File: config.mk
export PLATFORM = sky130hd
export DESIGN_NAME = piecewise_linear_color_ramp
export DESIGN_NICKNAME = d
export VERILOG_FILES = /design/src/rtl/core/crp_pkg.sv /design/src/rtl/core/crp_ram.sv /design/src/rtl/core/crp_div.sv /design/src/rtl/core/crp_front.sv /design/src/rtl/core/crp_back.sv /design/src/rtl/core/piecewise_linear_color_ramp.sv
export SDC_FILE = /design/constraint.sdc
export NUM_CORES = 2
export LEC_CHECK = 0
export BUFFER_PORTS_ARGS = -buffer_cell sky130_fd_sc_hd__buf_2
export CAP_MARGIN = 20
export CORE_MARGIN = 5
export CORE_UTILIZATION = 45
export CTS_BUF_LIST = sky130_fd_sc_hd__clkbuf_8
export DETAILED_ROUTE_END_ITERATION = 12
export PLACE_DENSITY = 0.68
export SKIP_LAST_GASP = 1
export SYNTH_ARGS = -nofsm -noshare
export SYNTH_HDL_FRONTEND = slang
export SYNTH_SLANG_ARGS = --single-unit
File: constraint.sdc
create_clock -name clk -period 15.1 [get_ports clk]
set_input_delay 1.51 -clock clk [delete_from_list [all_inputs] [get_ports clk]]
set_output_delay 1.51 -clock clk [all_outputs]
set_load 0.05 [all_outputs]
File: src/rtl/core/crp_pkg.sv
// Shared types, constants and helpers for the color ramp generator.
`timescale 1ns / 1ps
package crp_pkg;

  localparam int COLOR_W  = 24;
  localparam int CH_W     = 8;
  localparam int NUM_CH   = 3;
  localparam int IDX_W    = 6;
  localparam int CFG_W    = 7;
  localparam int FRAC_W   = 16;
  localparam int SEG_W    = 6;
  localparam int PROD_W   = 14;
  localparam int DVS_W    = 7;
  localparam int DVD_W    = FRAC_W + DVS_W;
  localparam int DIV_BITS_PER_CYC = 2;
  localparam int DIV_CYCLES       = FRAC_W / DIV_BITS_PER_CYC;
  localparam int QDEPTH   = 2;
  localparam logic [CFG_W-1:0] OUT_COUNT_RST = 7'd64;

  typedef enum logic {
    OP_LOAD = 1'b0,
    OP_GEN  = 1'b1
  } crp_op_t;

  typedef struct packed {
    crp_op_t              op;
    logic [COLOR_W-1:0]   color;
  } crp_cmd_t;

  typedef enum logic [3:0] {
    ST_IDLE,
    ST_ERR,
    ST_SEGST,
    ST_SEGW,
    ST_RDA,
    ST_RDB,
    ST_RDC,
    ST_MUL,
    ST_DIV,
    ST_DIVW,
    ST_EMIT,
    ST_LASTA,
    ST_LASTB,
    ST_LAST
  } crp_state_t;

  // which of the three per-channel divisions is running
  typedef enum logic [1:0] {
    PH_HI,
    PH_LO,
    PH_FRAC
  } crp_phase_t;

  // channel 0 = red, 1 = green, 2 = blue
  function automatic logic [CH_W-1:0] chan(input logic [COLOR_W-1:0] c, input int k);
    chan = c[COLOR_W-1-CH_W*k -: CH_W];
  endfunction

endpackage

File: src/rtl/core/crp_ram.sv
// Generic single write port, single read port RAM with registered read.
`timescale 1ns / 1ps
module crp_ram #(
  parameter int WIDTH = 24,
  parameter int DEPTH = 16,
  localparam int AW = $clog2(DEPTH)
) (
  input  logic             clk,
  input  logic             we,
  input  logic [AW-1:0]    waddr,
  input  logic [WIDTH-1:0] wdata,
  input  logic [AW-1:0]    raddr,
  output logic [WIDTH-1:0] rdata
);

  logic [WIDTH-1:0] mem [DEPTH];

  always_ff @(posedge clk) begin
    if (we) begin
      mem[waddr] <= wdata;
    end
    rdata <= mem[raddr];
  end

endmodule

File: src/rtl/core/crp_div.sv
// Iterative restoring divider, two quotient bits per cycle.
`timescale 1ns / 1ps
module crp_div (
  input  logic                        clk,
  input  logic                        rst,
  input  logic                        start,
  input  logic [crp_pkg::DVD_W-1:0]   dividend,
  input  logic [crp_pkg::DVS_W-1:0]   divisor,
  output logic                        done,
  output logic [crp_pkg::FRAC_W-1:0]  quotient
);
  import crp_pkg::*;

  localparam int SW = $clog2(DIV_CYCLES);

  logic              running;
  logic [SW-1:0]     step;
  logic [DVS_W-1:0]  rem;
  logic [DVS_W-1:0]  rem_next;
  logic [DVS_W-1:0]  dvs;
  logic [FRAC_W-1:0] quotient_next;
  logic [DVS_W:0]    trial;

  // dividend high part must be below the divisor so the quotient fits FRAC_W bits
  always_comb begin
    rem_next      = rem;
    quotient_next = quotient;
    trial         = '0;
    for (int k = 0; k < DIV_BITS_PER_CYC; k++) begin
      trial         = {rem_next, quotient_next[FRAC_W-1]};
      quotient_next = {quotient_next[FRAC_W-2:0], 1'b0};
      if (trial >= {1'b0, dvs}) begin
        trial            = trial - {1'b0, dvs};
        quotient_next[0] = 1'b1;
      end
      rem_next = trial[DVS_W-1:0];
    end
  end

  always_ff @(posedge clk) begin
    if (rst) begin
      running <= 1'b0;
      done    <= 1'b0;
      step    <= '0;
    end else begin
      done <= 1'b0;
      if (start) begin
        running  <= 1'b1;
        step     <= '0;
        rem      <= dividend[DVD_W-1:FRAC_W];
        quotient <= dividend[FRAC_W-1:0];
        dvs      <= divisor;
      end else if (running) begin
        rem      <= rem_next;
        quotient <= quotient_next;
        step     <= step + 1'b1;
        if (step == SW'(DIV_CYCLES - 1)) begin
          running <= 1'b0;
          done    <= 1'b1;
        end
      end
    end
  end

  a_start_idle: assert property (@(posedge clk) disable iff (rst) start |-> !running)
    else $error("divider restarted while running");
  a_done_pulse: assert property (@(posedge clk) disable iff (rst) done |=> !done)
    else $error("divider done longer than one cycle");

endmodule

File: src/rtl/core/crp_front.sv
// Front end: takes items, classifies them and queues them for the back end.
`timescale 1ns / 1ps
module crp_front (
  input  logic                          clk,
  input  logic                          rst,
  input  logic                          start,
  output logic                          busy,
  input  logic                          kind,
  input  logic [crp_pkg::COLOR_W-1:0]   stop_color,
  input  logic                          pop,
  output crp_pkg::crp_cmd_t             cmd,
  output logic                          cmd_valid
);
  import crp_pkg::*;

  localparam int PW = $clog2(QDEPTH);
  localparam int FW = $clog2(QDEPTH + 1);

  crp_cmd_t      slots [QDEPTH];
  crp_cmd_t      incoming;
  logic [PW-1:0] wr_ptr;
  logic [PW-1:0] rd_ptr;
  logic [FW-1:0] fill;
  logic          push;
  logic          do_pop;

  assign busy      = (fill == FW'(QDEPTH));
  assign push      = start && !busy;
  assign cmd_valid = (fill != '0);
  assign do_pop    = pop && cmd_valid;
  assign cmd       = slots[rd_ptr];

  always_comb begin
    incoming.op    = kind ? OP_GEN : OP_LOAD;
    incoming.color = kind ? '0 : stop_color;
  end

  always_ff @(posedge clk) begin
    if (push) begin
      slots[wr_ptr] <= incoming;
    end
  end

  always_ff @(posedge clk) begin
    if (rst) begin
      wr_ptr <= '0;
      rd_ptr <= '0;
      fill   <= '0;
    end else begin
      if (push) begin
        wr_ptr <= (wr_ptr == PW'(QDEPTH - 1)) ? '0 : wr_ptr + 1'b1;
      end
      if (do_pop) begin
        rd_ptr <= (rd_ptr == PW'(QDEPTH - 1)) ? '0 : rd_ptr + 1'b1;
      end
      case ({push, do_pop})
        2'b10:   fill <= fill + 1'b1;
        2'b01:   fill <= fill - 1'b1;
        default: fill <= fill;
      endcase
    end
  end

endmodule

File: src/rtl/core/crp_back.sv
// Back end: stop table, segment sequencer and per-channel interpolation lanes.
`timescale 1ns / 1ps
module crp_back #(
  parameter int MAX_STOPS = 16,
  parameter int MAX_OUT   = 64
) (
  input  logic                         clk,
  input  logic                         rst,
  input  crp_pkg::crp_cmd_t            cmd,
  input  logic                         cmd_valid,
  output logic                         pop,
  input  logic [crp_pkg::CFG_W-1:0]    out_count,
  output logic                         result_valid,
  output logic [crp_pkg::IDX_W-1:0]    entry_index,
  output logic [crp_pkg::CH_W-1:0]     red_byte,
  output logic [crp_pkg::CH_W-1:0]     green_byte,
  output logic [crp_pkg::CH_W-1:0]     blue_byte,
  output logic [crp_pkg::FRAC_W-1:0]   red_frac,
  output logic [crp_pkg::FRAC_W-1:0]   green_frac,
  output logic [crp_pkg::FRAC_W-1:0]   blue_frac,
  output logic                         run_end,
  output logic                         too_few_stops
);
  import crp_pkg::*;

  localparam int AW = $clog2(MAX_STOPS);
  localparam int CW = $clog2(MAX_STOPS + 1);

  crp_state_t        state, state_next;
  crp_phase_t        phase;

  logic [CW-1:0]     stop_cnt;
  logic [AW-1:0]     nseg;
  logic [AW-1:0]     seg_i;
  logic [SEG_W-1:0]  seg;
  logic [SEG_W-1:0]  j;
  logic [SEG_W-1:0]  nm1;
  logic [IDX_W-1:0]  cnt;
  logic [CFG_W-1:0]  n_eff;
  logic [COLOR_W-1:0] c0, c1;

  logic [PROD_W-1:0] pb [NUM_CH];
  logic [PROD_W-1:0] pa [NUM_CH];
  logic [PROD_W-1:0] sa [NUM_CH];
  logic [CH_W-1:0]   q_hi [NUM_CH];
  logic [CH_W-1:0]   q_lo [NUM_CH];
  logic [CH_W-1:0]   byte_q [NUM_CH];
  logic [FRAC_W-1:0] frac_q [NUM_CH];

  logic              div_start;
  logic [DVD_W-1:0]  div_dvd [NUM_CH];
  logic [DVS_W-1:0]  div_dvs;
  logic              div_done [NUM_CH];
  logic [FRAC_W-1:0] div_quo [NUM_CH];

  logic              ram_we;
  logic [AW-1:0]     ram_raddr;
  logic [COLOR_W-1:0] ram_rdata;

  logic              emit_entry, emit_last, emit_err;
  logic              gen_pop;
  logic              last_j, last_seg;

  assign gen_pop  = (state == ST_IDLE) && cmd_valid && (cmd.op == OP_GEN);
  assign last_j   = (j == seg - 1'b1);
  assign last_seg = ((seg_i + 1'b1) == nseg);

  // requested length, saturated to MAX_OUT, zero taken as one
  always_comb begin
    n_eff = out_count;
    if (out_count > CFG_W'(MAX_OUT)) begin
      n_eff = CFG_W'(MAX_OUT);
    end
    if (out_count == '0) begin
      n_eff = CFG_W'(1);
    end
  end

  crp_ram #(.WIDTH(COLOR_W), .DEPTH(MAX_STOPS)) u_stops (
    .clk   (clk),
    .we    (ram_we),
    .waddr (stop_cnt[AW-1:0]),
    .wdata (cmd.color),
    .raddr (ram_raddr),
    .rdata (ram_rdata)
  );

  // divider operands: segment size first, then j*c1/seg, j*c0/seg, rounded fraction
  always_comb begin
    logic [PROD_W:0] xs;
    xs = '0;
    if (state == ST_SEGST) begin
      div_dvs = DVS_W'(nseg);
    end else if (phase == PH_FRAC) begin
      div_dvs = {seg, 1'b0};
    end else begin
      div_dvs = {1'b0, seg};
    end
    for (int k = 0; k < NUM_CH; k++) begin
      xs = {1'b0, pb[k]} + {1'b0, sa[k]};
      if (state == ST_SEGST) begin
        div_dvd[k] = DVD_W'(nm1);
      end else begin
        case (phase)
          PH_HI:   div_dvd[k] = DVD_W'(pb[k]);
          PH_LO:   div_dvd[k] = DVD_W'(pa[k]);
          PH_FRAC: div_dvd[k] = (DVD_W'(xs) << 9) + (DVD_W'(xs) << 1) + DVD_W'(seg);
          default: div_dvd[k] = '0;
        endcase
      end
    end
  end

  for (genvar g = 0; g < NUM_CH; g++) begin : g_lane
    crp_div u_div (
      .clk      (clk),
      .rst      (rst),
      .start    (div_start),
      .dividend (div_dvd[g]),
      .divisor  (div_dvs),
      .done     (div_done[g]),
      .quotient (div_quo[g])
    );
  end

  always_ff @(posedge clk) begin
    if (rst) begin
      state <= ST_IDLE;
    end else begin
      state <= state_next;
    end
  end

  always_comb begin
    state_next = state;
    pop        = 1'b0;
    ram_we     = 1'b0;
    ram_raddr  = seg_i;
    div_start  = 1'b0;
    emit_entry = 1'b0;
    emit_last  = 1'b0;
    emit_err   = 1'b0;
    case (state)
      ST_IDLE: begin
        if (cmd_valid) begin
          pop = 1'b1;
          if (cmd.op == OP_LOAD) begin
            ram_we = (stop_cnt < CW'(MAX_STOPS));
          end else if (stop_cnt < CW'(2)) begin
            state_next = ST_ERR;
          end else begin
            state_next = ST_SEGST;
          end
        end
      end
      ST_ERR: begin
        emit_err   = 1'b1;
        state_next = ST_IDLE;
      end
      ST_SEGST: begin
        div_start  = 1'b1;
        state_next = ST_SEGW;
      end
      ST_SEGW: begin
        if (div_done[0]) begin
          state_next = (div_quo[0][SEG_W-1:0] == '0) ? ST_LASTA : ST_RDA;
        end
      end
      ST_RDA: begin
        ram_raddr  = seg_i;
        state_next = ST_RDB;
      end
      ST_RDB: begin
        ram_raddr  = seg_i + 1'b1;
        state_next = ST_RDC;
      end
      ST_RDC:  state_next = ST_MUL;
      ST_MUL:  state_next = ST_DIV;
      ST_DIV: begin
        div_start  = 1'b1;
        state_next = ST_DIVW;
      end
      ST_DIVW: begin
        if (div_done[0]) begin
          state_next = (phase == PH_FRAC) ? ST_EMIT : ST_DIV;
        end
      end
      ST_EMIT: begin
        emit_entry = 1'b1;
        if (last_j) begin
          state_next = last_seg ? ST_LAST : ST_RDA;
        end else begin
          state_next = ST_MUL;
        end
      end
      ST_LASTA: begin
        ram_raddr  = nseg;
        state_next = ST_LASTB;
      end
      ST_LASTB: state_next = ST_LAST;
      ST_LAST: begin
        emit_last  = 1'b1;
        state_next = ST_IDLE;
      end
      default: state_next = ST_IDLE;
    endcase
  end

  always_ff @(posedge clk) begin
    if (rst) begin
      stop_cnt <= '0;
    end else if (ram_we) begin
      stop_cnt <= stop_cnt + 1'b1;
    end else if (gen_pop) begin
      stop_cnt <= '0;
    end
  end

  always_ff @(posedge clk) begin
    case (state)
      ST_IDLE: begin
        if (gen_pop) begin
          nseg <= AW'(stop_cnt - 1'b1);
          nm1  <= SEG_W'(n_eff - 1'b1);
        end
      end
      ST_SEGW: begin
        if (div_done[0]) begin
          seg   <= div_quo[0][SEG_W-1:0];
          seg_i <= '0;
          j     <= '0;
          cnt   <= '0;
        end
      end
      ST_RDB:   c0 <= ram_rdata;
      ST_RDC:   c1 <= ram_rdata;
      ST_LASTB: c1 <= ram_rdata;
      ST_MUL: begin
        phase <= PH_HI;
        for (int k = 0; k < NUM_CH; k++) begin
          pb[k] <= PROD_W'(j) * PROD_W'(chan(c1, k));
          pa[k] <= PROD_W'(j) * PROD_W'(chan(c0, k));
          sa[k] <= PROD_W'(seg - j) * PROD_W'(chan(c0, k));
        end
      end
      ST_DIVW: begin
        if (div_done[0]) begin
          case (phase)
            PH_HI: begin
              phase <= PH_LO;
              for (int k = 0; k < NUM_CH; k++) q_hi[k] <= div_quo[k][CH_W-1:0];
            end
            PH_LO: begin
              phase <= PH_FRAC;
              for (int k = 0; k < NUM_CH; k++) q_lo[k] <= div_quo[k][CH_W-1:0];
            end
            default: phase <= PH_FRAC;
          endcase
        end
      end
      ST_EMIT: begin
        cnt <= cnt + 1'b1;
        if (last_j) begin
          j     <= '0;
          seg_i <= seg_i + 1'b1;
        end else begin
          j <= j + 1'b1;
        end
      end
      default: ;
    endcase
  end

  always_ff @(posedge clk) begin
    if (rst) begin
      result_valid <= 1'b0;
    end else begin
      result_valid <= emit_entry || emit_last || emit_err;
    end
  end

  // error: zeros; entry: interpolated byte and fraction; final stop: byte is the channel, fraction is 257 * channel
  always_ff @(posedge clk) begin
    if (emit_err) begin
      entry_index   <= '0;
      run_end       <= 1'b1;
      too_few_stops <= 1'b1;
      for (int k = 0; k < NUM_CH; k++) begin
        byte_q[k] <= '0;
        frac_q[k] <= '0;
      end
    end else if (emit_entry) begin
      entry_index   <= cnt;
      run_end       <= 1'b0;
      too_few_stops <= 1'b0;
      for (int k = 0; k < NUM_CH; k++) begin
        byte_q[k] <= q_hi[k] + chan(c0, k) - q_lo[k];
        frac_q[k] <= div_quo[k];
      end
    end else if (emit_last) begin
      entry_index   <= cnt;
      run_end       <= 1'b1;
      too_few_stops <= 1'b0;
      for (int k = 0; k < NUM_CH; k++) begin
        byte_q[k] <= chan(c1, k);
        frac_q[k] <= {chan(c1, k), chan(c1, k)};
      end
    end
  end

  assign red_byte   = byte_q[0];
  assign green_byte = byte_q[1];
  assign blue_byte  = byte_q[2];
  assign red_frac   = frac_q[0];
  assign green_frac = frac_q[1];
  assign blue_frac  = frac_q[2];

  a_j_in_seg: assert property (@(posedge clk) disable iff (rst)
    (state == ST_EMIT) |-> (j < seg))
    else $error("entry emitted past segment end");
  a_lanes_lockstep: assert property (@(posedge clk) disable iff (rst)
    ((state == ST_DIVW) && div_done[0]) |-> (div_done[1] && div_done[2]))
    else $error("channel dividers out of step");
  a_run_gap: assert property (@(posedge clk) disable iff (rst)
    (result_valid && run_end) |=> !result_valid)
    else $error("result directly after end of run");

endmodule

File: src/rtl/core/piecewise_linear_color_ramp.sv
// Top level of the piecewise linear color ramp generator.
//
// Channel  Dir  Transfer                  Carries
// item     in   start && !busy            kind, stop_color
// result   out  result_valid, one cycle   entry_index, *_byte, *_frac, run_end, too_few_stops
// config   in   cfg_we                    cfg_wdata -> out_count
//
// Items enter a two-item queue; busy is high only while that queue is full.
// A load item is taken by the back end in its idle state. Generate pops the item and divides for the
// segment size, then makes each entry with three divides (channel lanes in parallel), reads the
// stop table per segment, and ends with the final stop (read anew when segment size is 0).
// Reset is synchronous: empties the queue, stop count to 0, out_count to 64.
// The receiver cannot stall; each result is shown for exactly one cycle.
`timescale 1ns / 1ps
module piecewise_linear_color_ramp #(
  parameter int MAX_STOPS = 16,
  parameter int MAX_OUT   = 64
) (
  input  logic                         clk,
  input  logic                         rst,
  input  logic                         start,
  output logic                         busy,
  input  logic                         kind,
  input  logic [crp_pkg::COLOR_W-1:0]  stop_color,
  input  logic                         cfg_we,
  input  logic [crp_pkg::CFG_W-1:0]    cfg_wdata,
  output logic                         result_valid,
  output logic [crp_pkg::IDX_W-1:0]    entry_index,
  output logic [crp_pkg::CH_W-1:0]     red_byte,
  output logic [crp_pkg::CH_W-1:0]     green_byte,
  output logic [crp_pkg::CH_W-1:0]     blue_byte,
  output logic [crp_pkg::FRAC_W-1:0]   red_frac,
  output logic [crp_pkg::FRAC_W-1:0]   green_frac,
  output logic [crp_pkg::FRAC_W-1:0]   blue_frac,
  output logic                         run_end,
  output logic                         too_few_stops
);
  import crp_pkg::*;

  logic [CFG_W-1:0] out_count;
  crp_cmd_t         cmd;
  logic             cmd_valid;
  logic             pop;

  always_ff @(posedge clk) begin
    if (rst) begin
      out_count <= OUT_COUNT_RST;
    end else if (cfg_we) begin
      out_count <= cfg_wdata;
    end
  end

  crp_front u_front (
    .clk        (clk),
    .rst        (rst),
    .start      (start),
    .busy       (busy),
    .kind       (kind),
    .stop_color (stop_color),
    .pop        (pop),
    .cmd        (cmd),
    .cmd_valid  (cmd_valid)
  );

  crp_back #(.MAX_STOPS(MAX_STOPS), .MAX_OUT(MAX_OUT)) u_back (
    .clk           (clk),
    .rst           (rst),
    .cmd           (cmd),
    .cmd_valid     (cmd_valid),
    .pop           (pop),
    .out_count     (out_count),
    .result_valid  (result_valid),
    .entry_index   (entry_index),
    .red_byte      (red_byte),
    .green_byte    (green_byte),
    .blue_byte     (blue_byte),
    .red_frac      (red_frac),
    .green_frac    (green_frac),
    .blue_frac     (blue_frac),
    .run_end       (run_end),
    .too_few_stops (too_few_stops)
  );

endmodule
Word-level counts from Yosys, hierarchy flattened
Memory sizes are Yosys's and may differ from the RTL's. A register that Yosys moved wholly into a read port is not among the register bits.
Cells that the tools add are included.
Operators by class
  add/subtract/negate cells: 36
  multiply operators: 9
  magnitude comparators: 9
  eq/ne operators: 28
  muxes and demuxes: 124
  bitwise logic cells: 15
  reductions and logical operators: 35
Operator list (number)
  23-bit one-hot mux with 3 select lines: 3
  16-bit 2-to-1 mux: 12
  6-bit by 8-bit multiplier with 14-bit output: 6
  7-bit 2-to-1 mux: 12
  23-bit by 16-bit adder with 23-bit output: 3
  23-bit by 6-bit adder with 23-bit output: 3
  23-bit 2-to-1 mux: 3
  1-bit 2-to-1 mux: 57
  8-bit by 7-bit greater-or-equal comparator with 1-bit output: 6
  8-bit 2-to-1 mux: 6
  4-bit one-hot mux with 12 select lines: 1
  14-bit by 14-bit adder with 15-bit output: 3
  14-bit by 8-bit multiplier with 14-bit output: 3
  6-bit 2-to-1 mux: 7
  7-bit subtractor: 6
  4-bit 2-to-1 mux: 10
  8-bit adder: 3
  4-bit == test, second input constant: 6
  24-bit 2-to-1 mux: 1
  6-bit one-hot mux with 2 select lines: 2
  8-bit subtractor: 3
  2-bit nonzero test: 9
  4-bit by 3-bit == test with 1-bit output, second input constant: 4
  4-bit one-hot mux with 2 select lines: 2
  39 further kinds: 85
Storage, ports and cells
  register bits after elaboration: 200
  bits in writable memories: 680
  bits of input ports: 36
  output and inout bits: 82
  word-level logic and storage cells: 300
  memories: 9
Memory list
  u_back.u_stops.mem: words 16, bits a word 24, rd ports 1, clocked after memory_dff 1, wr ports 1, RTL line crp_ram.sv:16  | logic [WIDTH-1:0] mem [DEPTH];
  u_front.slots: words 2, bits a word 25, rd ports 1, clocked after memory_dff 1, wr ports 1, RTL line crp_front.sv:19  | crp_cmd_t slots [QDEPTH];
  u_back.frac_q: words 3, bits a word 16, rd ports 3, clocked after memory_dff 0, wr ports 3, RTL line crp_back.sv:48  | logic [FRAC_W-1:0] frac_q [NUM_CH];
  u_back.pa: words 3, bits a word 14, rd ports 3, clocked after memory_dff 0, wr ports 3, RTL line crp_back.sv:43  | logic [PROD_W-1:0] pa [NUM_CH];
  u_back.pb: words 3, bits a word 14, rd ports 3, clocked after memory_dff 0, wr ports 3, RTL line crp_back.sv:42  | logic [PROD_W-1:0] pb [NUM_CH];
  u_back.sa: words 3, bits a word 14, rd ports 3, clocked after memory_dff 0, wr ports 3, RTL line crp_back.sv:44  | logic [PROD_W-1:0] sa [NUM_CH];
  3 more memories

Depth between registers and ports, before layout
  depth after elaboration: 7
  depth in mapped cells: 26
  gate-level depth less buffers: 25

Cells and area by module
Synthesis repeated with hierarchy kept, for this count alone.
Unflattened totals
  cells, all modules: 4904
  area total of the unflattened synthesis: 57856.7 sq um
Modules (own cells, without submodules)
  crp_back: instances 1, cells an instance 3526, area an instance 33786.2 sq um
  crp_ram: instances 1, cells an instance 636, area an instance 14930.6 sq um
  crp_div (u_back.g_lane[0].u_div ...): instances 2, cells an instance 199, area an instance 2238.4 sq um
  crp_div (u_back.g_lane[2].u_div): instances 1, cells an instance 192, area an instance 2229.6 sq um
  crp_front: instances 1, cells an instance 130, area an instance 2182.1 sq um
  piecewise_linear_color_ramp: instances 1, cells an instance 22, area an instance 251.5 sq um

Worst setup path before layout
OpenSTA, ideal clock, no wires.
  path type: register to register
  start: register u_back.state[0]
  end: memory u_back.pa[0][0] (enable)
  data arrival time: 6338 ps
  data required time: 14487 ps
  slack: 8149 ps
  cell stages (with the launch flop): 6
  path buffers: 3
  clock period less this slack: 6951 ps
  cells stage by stage: dfxtp_1 buf_2 clkbuf_1 clkbuf_1 nand2b_1 nor2_1
RTL lines
  from (decl): RTL line crp_back.sv:29  | crp_state_t state, state_next;
  from (signal assigned): RTL line crp_back.sv:130  | state <= state_next;
  to (decl): RTL line crp_back.sv:43

==> results by group <==
Status
  • Status: complete, no violations

Yosys
  • Ys async rst share: 0%
  • Yosys top cell area share: 44.4%
  • Top cell type by total area after synthesis: edfxtp_1
  • Main synth FF type: edfxtp_1
  • #FFs+latches synth: 905
  • Register area share after synthesis: 46.8%
  • Synth Cell Area: 0.0566 sq mm
  • Post-Syn Nets: 5796
  • Cells taking the most area after synthesis: edfxtp_1 (44%), fa_1 (11%), ha_1 (8.1%), nand2_1 (4.2%), inv_1 (3.9%)
  • EDFF count, synth: 838
  • Synth cell types: 85
  • Yosys warnings: 0
  • Cells after Synth: 5076
  • Syn Area/Cell: 11.2 sq um

Critical path
  • Crit Path Class: register to register
  • Critical Path Start Type: register
  • CP endpoint kind: register
  • Crit path buffers/inverters: 7
  • Register-to-register setup slack: 8.56 ns
  • Crit path max fanout: 45
  • WP data required: 15.69 ns
  • Critical path's slowest cell: fa_1
  • Slowest cell delay on critical path: 0.53 ns
  • Family with the most delay on the worst path: adder cells
  • Critical Path AT: 7.13 ns

Drt
  • DR pass1 iterations: 6
  • Drt total wl: 147000 um
  • Remaining DRCs: 0
  • Antenna-violating nets left: 0
  • Vias/cell: 5.53
  • Via count: 38500
  • DRT iter0 DRCs: 3374
  • Routed WL per cell: 21.1 um

Timing
  • Fin. max-slew vios: 0
  • Setup Skew: 0.0514 ns
  • Fin crit share: 43.3%
  • Final number of setup-violating endpoints: 0
  • Setup_tns: 0 ns
  • Fmax: 153 MHz
  • Crit path time final: 6.54 ns
  • RSZ-0062 raised after global routing: no
  • Worst Tran Pin Value: 1.09 ns
  • Final hold viol count: 0
  • Slew HR: 27.6%

Hold path
  • Hold WC Path Type: register to register

Global routing
  • Vias in the first global route: 38300
  • First-pass GRT wire length: 224000 um
  • Antenna violations before repair: 2
  • GRT Residual Overflow: 0
  • Largest net degree at the start of global routing: 193
  • All-layer global routing usage: 22.0%

Clocking
  • Clock sink total: 905
  • Hold buffer count at CTS: 0
  • CTS tree: built
  • Maximum clock insertion buffer count: 3
  • Clock latency on the worst-skew pair: 0.87 ns
  • Clock Pin Slew Worst Setup and Hold Paths: 0.06 ns
  • Root buf cell: clkbuf_8
  • Post CTS Setup Buffer Count: 0
  • CTS buffer count: 148
  • Post-CTS sizing: 0
  • Htree depth: 4

Floorplanning
  • Starting density of the core: 45.2%
  • Die Area: 0.133 sq mm
  • Die Span Y: 365 um
  • I/O pins: 118
  • Rows: 130
  • Core ar.: 0.125 sq mm
  • Die Width: 365 um

Layout
  • Final Core Density: 49.4%
  • Number of fill cells: 11000
  • Layout area overhead: 9.33%
  • Fin nets: 5917
  • Storage element area: 0.0265 sq mm
  • Multi-input logic area: 0.0273 sq mm
  • Share of cells above drive strength 1: 8.92%

Placement
  • Gpl congestion: 0.912
  • DP HPWL: 102000 um
  • Port Buf Inserts: 117

Run
  • Max-Cap Viols: 0

Power and ir drop
  • Peak supply drop: 0.000105 V
  • Pleak: 25.5 nW
  • Power Dens Cells: 87.0 mW/mm^2
worst register-to-register path, delay by kind of cell (launching register included):
family / cells / cell delay (ns)
XOR/XNOR: 2 / 0.22
adder cells (fa/ha/maj): 6 / 2.70
flip-flops: 1 / 0.35
buffers and inverters: 7 / 1.14
AND/OR/NAND/NOR: 2 / 0.33
AO/OA/AOI/OAI: 8 / 1.54
worst paths after layout:
kind	start	end	cells after the start
worst max-delay path	u_back.j[2]	u_back.sa[0][13]	25
worst min-delay path	u_back.u_stops.rdata[2]	u_back.c0[2]	0
worst max register to register	u_back.j[2]	u_back.sa[0][13]	25
worst min register to register	u_back.u_stops.rdata[2]	u_back.c0[2]	0
cells in the final DEF (no fill, tap or decap), types with 15 or more instances in the layout:
master and n:
xnor2_1 178, clkinv_2 15, nand2b_1 45, mux2i_1 69
and2_0 15, nand2_1 629, mux2_2 35, o21ai_0 112
nor2b_1 68, nor3_1 32, nand3_1 38, nor2_1 216
clkinv_1 30, and3_1 15, dfxtp_1 67, a22o_1 22
buf_2 117, ha_1 365, a21oi_1 213, clkbuf_8 160
a31oi_1 57, fa_1 319, a21o_1 54, nand4_1 16
o22ai_1 37, a311oi_1 48, and2_1 277, buf_4 70
o21bai_1 60, o21a_1 19, inv_1 630, edfxtp_1 838
xor2_1 73, a211oi_1 137
area by class of cell:
class                           instances  share of cell area, %
Clock buffer                          160                   3.56
Clock inverter                        106                  0.833
Multi-Input combinational cell       3366                   44.0
Antenna cell                            2                0.00808
Inverter                              586                   3.55
Timing Repair Buffer                  190                   1.87
Tap cell                             1650                   3.33
Sequential cell                       905                   42.8
power by group:
part	total [mW]	switching, mW	internal, mW	leakage [nW]
registers	2.98	0.0429	2.94	8.13
logic	0.410	0.320	0.0903	15.8
clock network	2.00	0.999	0.998	1.56
total	5.39	1.36	4.02	25.5
metal layers:
layer	up-vias	GRT usage (%)	share of wire, %
met3	303	3.68	7.4
met4	0	9.42	4.0
met1	19000	29.5	42
met5	-	0	0
li1	17800	-	-
met2	1436	35.6	46
cells by family after synthesis:
family / share of synthesized area [%]
XOR/XNOR: 3.97
AO/OA/AOI/OAI: 10.6
adder cells (fa/ha/maj): 19.3
flip-flops: 46.8
multiplexers: 1.92
buffers and inverters: 5.37
AND/OR/NAND/NOR: 12.0
sequential cells by signal, summed over array words and instances (netlist names), 42 cells and up, named ones only:
| signal | cells |
|---|---|
| u_back.g_lane.u_div.quotient | 48 |
| u_back.pa | 42 |
| u_back.pb | 42 |
| u_front.slots | 50 |
| u_back.frac_q | 48 |
| u_back.sa | 42 |
| u_back.u_stops.mem | 384 |
Yosys cell counts (8+ instances only):
cell type / number
mux2_2: 35
and3_1: 15
buf_2: 16
mux2i_1: 69
a21boi_0: 10
nor3b_1: 11
buf_1: 14
o221ai_1: 11
xnor2_1: 181
or3_1: 8
a211oi_1: 137
xor2_1: 74
nand4_1: 16
nand2b_1: 45
clkbuf_1: 189
dfxtp_1: 67
a31oi_1: 57
inv_1: 583
edfxtp_1: 838
o2111ai_1: 8
nand2_1: 630
o22ai_1: 37
o31ai_1: 8
a221o_1: 9
o21a_1: 19
o211ai_1: 12
a311oi_1: 48
o21bai_1: 60
fa_1: 319
nand3_1: 38
and2_1: 277
nor3_1: 38
or2_2: 13
a21oi_1: 217
and2_0: 15
nor2b_1: 68
o21ai_0: 112
a21o_1: 55
ha_1: 365
nor2_1: 226
a22o_1: 22
through the flow:
step / cell area [sq um] / instances / total power, mW / setup slack, ns / hold slack [ns]
4_1_cts: 61900 / 6961 / 5.44 / 8.57 / 0.411
5_1_grt: 61900 / 6965 / 5.58 / 8.21 / 0.423
3_5_place_dp: 59200 / 6695 / 3.44 / 8.59 / 0.416
3_3_place_gp: 59200 / 6695 / 3.43 / 8.76 / 0.406
6_report: 61900 / 6965 / 5.39 / 8.56 / 0.422
2_1_floorplan: 56600 / 5076 / 3.30 / 8.15 / 0.404
Power figures use the tool's default switching activity.
